--- src/rtl/core/ple_pkg.sv ---
// ============================================================================
// ple_pkg: shared definitions of the positional list engine
// Operation codes, status codes, field widths and the cell shift modes.
// ============================================================================
`default_nettype none

package ple_pkg;

  // Default list depth.
  localparam int CAPACITY_DEF = 16;

  // Field widths.
  localparam int KIND_W   = 3;
  localparam int VALUE_W  = 32;
  localparam int POS_W    = 8;
  localparam int STATUS_W = 2;
  localparam int ECOUNT_W = 5;

  // Operation codes.
  localparam logic [KIND_W-1:0] K_INS_FRONT = 3'd0;
  localparam logic [KIND_W-1:0] K_INS_BACK  = 3'd1;
  localparam logic [KIND_W-1:0] K_INS_POS   = 3'd2;
  localparam logic [KIND_W-1:0] K_DEL_FRONT = 3'd3;
  localparam logic [KIND_W-1:0] K_DEL_BACK  = 3'd4;
  localparam logic [KIND_W-1:0] K_DEL_POS   = 3'd5;
  localparam logic [KIND_W-1:0] K_DUMP      = 3'd6;

  // Status codes.
  localparam logic [STATUS_W-1:0] ST_OK     = 2'd0;
  localparam logic [STATUS_W-1:0] ST_BADPOS = 2'd1;
  localparam logic [STATUS_W-1:0] ST_EMPTY  = 2'd2;
  localparam logic [STATUS_W-1:0] ST_FULL   = 2'd3;

  // What the whole chain does in a given cycle.
  typedef logic [1:0] cell_mode_t;
  localparam cell_mode_t M_KEEP = 2'd0;
  localparam cell_mode_t M_INS  = 2'd1;
  localparam cell_mode_t M_DEL  = 2'd2;
  localparam cell_mode_t M_ROT  = 2'd3;

endpackage

`default_nettype wire

--- src/rtl/core/ple_req_if.sv ---
// ============================================================================
// ple_req_if: request channel of the positional list engine
// Valid/ready channel carrying one list operation per beat.
// ============================================================================
`default_nettype none

interface ple_req_if
  import ple_pkg::*;
();
  logic                valid;
  logic                ready;
  logic [KIND_W-1:0]   kind;
  logic signed [VALUE_W-1:0] value;
  logic [POS_W-1:0]    position;

  modport source (output valid, output kind, output value, output position, input ready);
  modport sink   (input valid, input kind, input value, input position, output ready);
endinterface

`default_nettype wire

--- src/rtl/core/ple_rsp_if.sv ---
// ============================================================================
// ple_rsp_if: response channel of the positional list engine
// Valid/ready channel carrying one result per beat.
// ============================================================================
`default_nettype none

interface ple_rsp_if
  import ple_pkg::*;
();
  logic                       valid;
  logic                       ready;
  logic [STATUS_W-1:0]        status;
  logic signed [VALUE_W-1:0]  entry_value;
  logic [ECOUNT_W-1:0]        entry_count;
  logic                       last;

  modport source (output valid, output status, output entry_value, output entry_count,
                  output last, input ready);
  modport sink   (input valid, input status, input entry_value, input entry_count,
                  input last, output ready);
endinterface

`default_nettype wire

--- src/rtl/core/positional_list_engine.sv ---
// ============================================================================
// positional_list_engine: bounded ordered list held in a chain of cells
// Inserts, deletes and dumps signed 32-bit entries by 1-based position.
// ============================================================================
// Usage. Requests arrive on the req channel, one operation per beat: kind,
// value and position. Results leave on the rsp channel with status,
// entry_value, entry_count and last. Both channels are valid/ready, and a
// beat moves on a rising edge with valid and ready both high.
// Every operation except dump gives one result beat, which appears in the
// cycle after the request is taken. A dump gives one beat per entry; the
// dump state loads the first into the result register, then one per cycle
// while rsp is ready, front to back, with last on the final beat; an empty
// list dumps as one beat with the empty status, timed like the other results.
// Insert and delete shift all cells at once, so these operations run at one
// per cycle while the receiver keeps up. A dump occupies the block from the
// cycle in which the request is taken until its last beat, since the chain
// rotates by one cell per beat after that cycle.
// The block works on one request at a time: req.ready is low during a dump
// and whenever the result register holds a beat that rsp will not take.
// When the receiver stalls, the result register simply holds its beat and
// the chain waits with it; nothing is dropped.
// Reset (rst, synchronous, active high) empties the list and clears any
// pending beat. Cell contents are not cleared; they are only read below count.
// ============================================================================
`default_nettype none

module positional_list_engine
  import ple_pkg::*;
#(
  parameter int CAPACITY = CAPACITY_DEF
) (
  input  wire logic  clk,
  input  wire logic  rst,
  ple_req_if.sink    req,
  ple_rsp_if.source  rsp
);

  localparam int CW = $clog2(CAPACITY + 1);
  localparam int IW = (CAPACITY > 1) ? $clog2(CAPACITY) : 1;
  localparam logic S_IDLE = 1'b0;
  localparam logic S_DUMP = 1'b1;

  // Control state.
  logic          state;
  logic [CW-1:0] count;
  logic [IW-1:0] dptr;
  logic          rsp_valid;

  // Result register payload.
  logic [STATUS_W-1:0] rsp_status;
  logic [VALUE_W-1:0]  rsp_value;
  logic [ECOUNT_W-1:0] rsp_count;
  logic                rsp_last;

  // The chain.
  logic [VALUE_W-1:0] data [CAPACITY];

  logic                take;
  logic                acc;
  logic                dump_beat;
  logic                dump_end;
  logic [8:0]          pos9;
  logic [8:0]          cnt9;
  logic                full;
  logic                empty;
  cell_mode_t          op_mode;
  cell_mode_t          chain_mode;
  logic [IW-1:0]       op_idx;
  logic [IW-1:0]       tail;
  logic [STATUS_W-1:0] op_status;
  logic [CW-1:0]       count_next;
  logic                start_dump;

  // The result register is free when empty or being drained this cycle.
  assign take      = !rsp_valid || rsp.ready;
  assign req.ready = (state == S_IDLE) && take;
  assign acc       = req.valid && req.ready;
  assign dump_beat = (state == S_DUMP) && take;
  assign tail      = IW'(count - CW'(1));
  assign dump_end  = (dptr == tail);

  assign pos9  = {1'b0, req.position};
  assign cnt9  = 9'(count);
  assign full  = (count == CW'(CAPACITY));
  assign empty = (count == '0);

  // Decode of the request against the current fill level.
  always_comb begin
    op_mode    = M_KEEP;
    op_idx     = '0;
    op_status  = ST_OK;
    count_next = count;
    start_dump = 1'b0;
    unique case (req.kind)
      K_INS_FRONT, K_INS_BACK, K_INS_POS: begin
        // A full list refuses every insert before the position is looked at.
        if (full) begin
          op_status = ST_FULL;
        end else if (req.kind == K_INS_FRONT) begin
          op_mode    = M_INS;
          op_idx     = '0;
          count_next = count + CW'(1);
        end else if (req.kind == K_INS_BACK) begin
          op_mode    = M_INS;
          op_idx     = IW'(count);
          count_next = count + CW'(1);
        end else if (pos9 == 9'd0 || pos9 > cnt9 + 9'd1) begin
          op_status = ST_BADPOS;
        end else begin
          op_mode    = M_INS;
          op_idx     = IW'(pos9 - 9'd1);
          count_next = count + CW'(1);
        end
      end
      K_DEL_FRONT, K_DEL_BACK: begin
        if (empty) begin
          op_status = ST_EMPTY;
        end else begin
          op_mode    = M_DEL;
          op_idx     = (req.kind == K_DEL_FRONT) ? '0 : tail;
          count_next = count - CW'(1);
        end
      end
      K_DEL_POS: begin
        // Position zero is invalid even on an empty list.
        if (pos9 == 9'd0) begin
          op_status = ST_BADPOS;
        end else if (empty) begin
          op_status = ST_EMPTY;
        end else if (pos9 > cnt9) begin
          op_status = ST_BADPOS;
        end else begin
          op_mode    = M_DEL;
          op_idx     = IW'(pos9 - 9'd1);
          count_next = count - CW'(1);
        end
      end
      K_DUMP: begin
        if (empty) begin
          op_status = ST_EMPTY;
        end else begin
          start_dump = 1'b1;
        end
      end
      default: op_status = ST_BADPOS;
    endcase
  end

  // During a dump the chain rotates one cell per beat; after count beats
  // every entry is back in its place.
  always_comb begin
    chain_mode = M_KEEP;
    if (acc) begin
      chain_mode = op_mode;
    end else if (dump_beat) begin
      chain_mode = M_ROT;
    end
  end

  for (genvar i = 0; i < CAPACITY; i++) begin : g_cell
    logic [VALUE_W-1:0] left_in;
    logic [VALUE_W-1:0] right_in;
    if (i == 0) begin : g_first
      assign left_in = data[i];
    end else begin : g_inner_l
      assign left_in = data[i-1];
    end
    if (i == CAPACITY - 1) begin : g_last
      assign right_in = data[i];
    end else begin : g_inner_r
      assign right_in = data[i+1];
    end
    ple_cell #(
      .IW  (IW),
      .IDX (i)
    ) u_cell (
      .clk       (clk),
      .mode      (chain_mode),
      .idx       (op_idx),
      .tail      (tail),
      .new_value (req.value),
      .left      (left_in),
      .right     (right_in),
      .head      (data[0]),
      .data      (data[i])
    );
  end

  // Control registers.
  always_ff @(posedge clk) begin
    if (rst) begin
      state     <= S_IDLE;
      count     <= '0;
      dptr      <= '0;
      rsp_valid <= 1'b0;
    end else begin
      if (acc) begin
        count <= count_next;
        if (start_dump) begin
          state <= S_DUMP;
          dptr  <= '0;
        end
      end else if (dump_beat) begin
        dptr <= dptr + IW'(1);
        if (dump_end) begin
          state <= S_IDLE;
        end
      end
      // A new beat loads the result register; otherwise a taken beat empties it.
      if ((acc && !start_dump) || dump_beat) begin
        rsp_valid <= 1'b1;
      end else if (rsp.ready) begin
        rsp_valid <= 1'b0;
      end
    end
  end

  // Result payload.
  always_ff @(posedge clk) begin
    if (acc && !start_dump) begin
      rsp_status <= op_status;
      rsp_value  <= '0;
      rsp_count  <= ECOUNT_W'(count_next);
      rsp_last   <= 1'b1;
    end else if (dump_beat) begin
      rsp_status <= ST_OK;
      rsp_value  <= data[0];
      rsp_count  <= ECOUNT_W'(count);
      rsp_last   <= dump_end;
    end
  end

  assign rsp.valid       = rsp_valid;
  assign rsp.status      = rsp_status;
  assign rsp.entry_value = rsp_value;
  assign rsp.entry_count = rsp_count;
  assign rsp.last        = rsp_last;

endmodule

`default_nettype wire

--- src/rtl/core/ple_cell.sv ---
// ============================================================================
// ple_cell: one storage cell of the list chain
// Holds one entry and picks its next value from itself, the new value or
// a neighbor, depending on the chain mode and its own place in the chain.
// ============================================================================
`default_nettype none

module ple_cell
  import ple_pkg::*;
#(
  parameter int IW  = 4,
  parameter int IDX = 0
) (
  input  wire logic               clk,
  input  wire cell_mode_t         mode,
  input  wire logic [IW-1:0]      idx,
  input  wire logic [IW-1:0]      tail,
  input  wire logic [VALUE_W-1:0] new_value,
  input  wire logic [VALUE_W-1:0] left,
  input  wire logic [VALUE_W-1:0] right,
  input  wire logic [VALUE_W-1:0] head,
  output logic      [VALUE_W-1:0] data
);

  localparam logic [IW-1:0] MY = IW'(IDX);

  logic [VALUE_W-1:0] data_next;

  always_comb begin
    data_next = data;
    unique case (mode)
      M_KEEP: data_next = data;
      M_INS: begin
        if (MY == idx) begin
          data_next = new_value;
        end else if (MY > idx) begin
          data_next = left;
        end
      end
      M_DEL: begin
        if (MY >= idx) begin
          data_next = right;
        end
      end
      M_ROT: begin
        // The tail cell wraps the head around so the list comes back in order.
        data_next = (MY == tail) ? head : right;
      end
      default: data_next = data;
    endcase
  end

  always_ff @(posedge clk) begin
    data <= data_next;
  end

endmodule

`default_nettype wire
--- src/flat_wrapper.sv ---
// flat-port wrapper written by rule: the top's interface ports become plain ports
module positional_list_engine_flat import ple_pkg::*;
#(
  parameter int CAPACITY = CAPACITY_DEF
)
  (clk, rst, req_valid, req_kind, req_value, req_position, req_ready, rsp_valid, rsp_status, rsp_entry_value, rsp_entry_count, rsp_last, rsp_ready);
  ple_req_if req_i ();
  ple_rsp_if rsp_i ();
  input  wire logic clk;
  input  wire logic rst;
  input wire logic [$bits(req_i.valid)-1:0] req_valid;
  input wire logic [$bits(req_i.kind)-1:0] req_kind;
  input wire logic [$bits(req_i.value)-1:0] req_value;
  input wire logic [$bits(req_i.position)-1:0] req_position;
  output wire logic [$bits(req_i.ready)-1:0] req_ready;
  output wire logic [$bits(rsp_i.valid)-1:0] rsp_valid;
  output wire logic [$bits(rsp_i.status)-1:0] rsp_status;
  output wire logic [$bits(rsp_i.entry_value)-1:0] rsp_entry_value;
  output wire logic [$bits(rsp_i.entry_count)-1:0] rsp_entry_count;
  output wire logic [$bits(rsp_i.last)-1:0] rsp_last;
  input wire logic [$bits(rsp_i.ready)-1:0] rsp_ready;
  assign req_i.valid = req_valid;
  assign req_i.kind = req_kind;
  assign req_i.value = req_value;
  assign req_i.position = req_position;
  assign req_ready = req_i.ready;
  assign rsp_valid = rsp_i.valid;
  assign rsp_status = rsp_i.status;
  assign rsp_entry_value = rsp_i.entry_value;
  assign rsp_entry_count = rsp_i.entry_count;
  assign rsp_last = rsp_i.last;
  assign rsp_i.ready = rsp_ready;
  positional_list_engine #(.CAPACITY(CAPACITY)) u_core (.clk(clk), .rst(rst), .req(req_i), .rsp(rsp_i));
endmodule
--- config.mk ---
export PLATFORM = sky130hd
export DESIGN_NAME = positional_list_engine_flat
export DESIGN_NICKNAME = d
export VERILOG_FILES = /design/src/rtl/core/ple_pkg.sv /design/src/rtl/core/ple_req_if.sv /design/src/rtl/core/ple_rsp_if.sv /design/src/rtl/core/positional_list_engine.sv /design/src/rtl/core/ple_cell.sv /design/src/flat_wrapper.sv
export SDC_FILE = /design/constraint.sdc
export NUM_CORES = 2
export LEC_CHECK = 0
export BUFFER_PORTS_ARGS = -buffer_cell sky130_fd_sc_hd__buf_2
export CORE_MARGIN = 10
export CORE_UTILIZATION = 55
export CTS_BUF_LIST = sky130_fd_sc_hd__clkbuf_2
export CTS_CLUSTER_DIAMETER = 60
export CTS_CLUSTER_SIZE = 25
export DETAILED_ROUTE_END_ITERATION = 6
export HOLD_SLACK_MARGIN = 0.12
export MAX_ROUTING_LAYER = met4
export PLACE_DENSITY = 0.72
export SYNTH_ARGS = -nofsm -noshare
export SYNTH_HDL_FRONTEND = slang
export SYNTH_SLANG_ARGS = --single-unit
--- constraint.sdc ---
create_clock -name clk -period 9.06 [get_ports clk]
set_input_delay 2.718 -clock clk [delete_from_list [all_inputs] [get_ports clk]]
set_output_delay 2.718 -clock clk [all_outputs]
set_load 0.02 [all_outputs]
==> out/qor.csv <==
metric,value,unit
maxCapViolCount,0,
fin_crit_sh,68.2,%
ys_types,68,
powerDensity,175,mW/mm^2
cts_hold_buf,0,
drt-pass1-iter-count,6,
fin_nets,2698,
synth_top_area_cell,edfxtp_1,
design_area,0.0315,sq mm
p_clk_share,22.5,%
yosysWarnings,0,
irDropWorstVdd,0.000110,V
ioPinCount,89,
clock_path_buffers,3,
clkLatencyLatePin,1290,ps
synth_xor_area_share,0.493,%
switching_share,33.3,%
fmax,0.162,GHz
grt_start_max_net_pins,102,
setup_viol,0,
start_util,55.8,%
synth_nets,2830,
crit_arrival,3460,ps
drc,0,
ys_seq_area_share,54.5,%
combPwrFrac,17.2,%
cts_tree,done,
async_flop_share,0,%
synth_edf_count,519,
postPlaceCellArea,0.0310,sq mm
hold_violations,0,
cts_made_buffers,41,
antenna_found_initial,2,
synth_area_leaders,"edfxtp_1, o211ai_1, a22oi_1, nand3_1, mux2i_1",
synth-seq-cells,563,
status,finished clean,
synth_adder_area_share,0.787,%
grt_setup_unrepaired,false,
vias,25982,
ant_nets,0,
dieArea,0.0647,sq mm
via_per_inst,7.72,
synth_compound_area_share,24.1,%
worstSetupEndpointType,primary output,
multi_input_area,0.0127,sq mm
wl_per_cell,30.7,um
routabilityCongestion,0.898,
critPathRequiredTime,6340,ps
gr-usage-all-layers,31.9,%
synthSimpleGateAreaFrac,11.2,%
min_period,6180,ps
leakagePower,9.73,nW
first_global_vias,24751,
cts_resized,0,
postCtsSetupRepairBufs,0,
nFillCells,4526,
synthMuxAreaShare,4.28,%
rows,85,
finalMaxSlewViolations,0,
globalRouteOverflowTotal,0,
synth_top_family_by_area,compound AO/OA/AOI/OAI gates,
htreeDepth,2,
start_kind,primary input,
drt_iter0_drc,4540,
syn_inst,2764,
regArea,0.0165,sq mm
grt_pass1_wl,155000,um
synth_top_area_share,51.6,%
power.share.sequential,60.3,%
p_sw,1.84,mW
wl,103000,um
total_power,5.52,mW
hpwl,58600,um
synth_most_common_cell,edfxtp_1,
die_x,254,um
die_height,254,um
syn_area_per_cell,10.9,sq um
cts-root-buf,clkbuf_2,
synth_commonest_cells,"edfxtp_1, nand3_1, o211ai_1",
worst_slew_pin_slew,1430,ps
slew_headroom,4.15,%
fin_tns_setup,0,ps
drive_gt1_share,10.9,%
worst-setup-path-type,primary input to primary output,
clock_sinks,563,
fin_skew,94.5,ps
area_growth,4.48,%
netlist_area,0.0302,sq mm
clk_pin_slew,320,ps
portBuffers,88,
coreArea,0.0541,sq mm
synthFlopType,edfxtp_1,
p_int,3.68,mW
crit_path_max_fanout,4,
hp-class,register to register,
-- layout by cell type (no fill, tap or decap), types with 5 or more instances in the layout --
cell type	synthesis	layout
a21oi_1	49	48
buf_2	9	88
ha_1	19	19
inv_8	0	6
nor3_1	11	8
dfxtp_1	44	44
buf_4	7	58
o21ai_1	71	71
a211oi_1	5	5
nor2_4	0	9
inv_1	10	10
inv_6	0	8
clkinv_8	0	7
nand2_2	0	6
nor2_1	58	49
nand3_1	332	331
edfxtp_1	519	519
diode_2	0	5
nand2_1	240	233
a221o_1	32	32
mux2i_1	129	129
a22oi_1	321	321
and2_1	10	9
xnor2_1	14	14
a32oi_1	96	96
o21ai_0	75	65
o21ai_4	1	11
nor2b_1	10	9
clkbuf_2	0	42
nand4_4	1	7
o211ai_1	324	324
-- metrics by stage --
step | setup slack, ps | hold WS, ps | instances | utilization [%]
floorplan | 1660 | 507 | 2764 | -
global placement | 1900 | 439 | 3285 | 57.2
detailed placement | 1720 | 445 | 3285 | 57.2
CTS | 2870 | 472 | 3359 | 58.3
global route | 2810 | 478 | 3364 | 58.3
finish | 2880 | 470 | 3364 | 58.3
-- power by group through the flow --
stage | registers, mW | logic [mW] | clock network, mW
global route | 3.35 | 1.00 | 1.34
floorplan | 3.31 | 0.614 | 0
finish | 3.33 | 0.948 | 1.24
global placement | 3.36 | 0.880 | 0
detailed placement | 3.37 | 0.915 | 0
CTS | 3.32 | 0.915 | 1.24
-- critical path, cell delays in order --
cell and delay [ps]:
buf_2 70, nand2b_1 170, nor2b_1 270, buf_2 230
-- final cells by class --
| class | count | share of cell area (%) |
|---|---|---|
| tap | 696 | 2.76 |
| antenna | 5 | 0.0397 |
| multi-input combinational | 1867 | 40.2 |
| clock inverter | 32 | 1.15 |
| inverter | 11 | 0.131 |
| sequential | 563 | 52.2 |
| timing repair buffer | 148 | 2.90 |
| clock buffer | 42 | 0.666 |
-- logic make-up after synthesis --
kind of cell	count (synthesis)
AO/OA/AOI/OAI	1002
XOR/XNOR	17
AND/OR/NAND/NOR	700
multiplexers	129
buffers and inverters	334
flip-flops	563
adder cells (fa/ha/maj)	19
-- sequential cells by signal, indices dropped and copies added, names as in the netlist --
signal	cells
u_core.dptr	4
u_core.rsp.last	1
u_core.rsp.entry_value	32
u_core.rsp.status	2
u_core.rsp.valid	1
u_core.rsp.entry_count	5
u_core.g_cell.u_cell.data	512
u_core.count	5
u_core.state	1
-- final timing paths --
path              slack (ps)                                   start  cells after the start                                         to
setup reg to reg        3360            u_core.count[0]$_SDFFE_PP0P_                     13  u_core.g_cell[1].u_cell.data[5]$_DFFE_PP_
setup / recovery        2880                               rsp_ready                      4                                  req_ready
hold reg to reg          470  u_core.rsp.entry_value[4]$_SDFFE_PP0P_                      2     u_core.rsp.entry_value[4]$_SDFFE_PP0P_
hold / removal           470  u_core.rsp.entry_value[4]$_SDFFE_PP0P_                      2     u_core.rsp.entry_value[4]$_SDFFE_PP0P_
-- metal layers --
layer / vias to the layer above / track usage, % / wire, um
li1: 10809 / - / -
met2: 2236 / 47.6 / 46200
met5: - / - / 0
met4: 0 / 10.4 / 3090
met3: 272 / 8.17 / 14700
met1: 12665 / 42.2 / 39400
No activity file was read; power rests on OpenSTA's default activity.
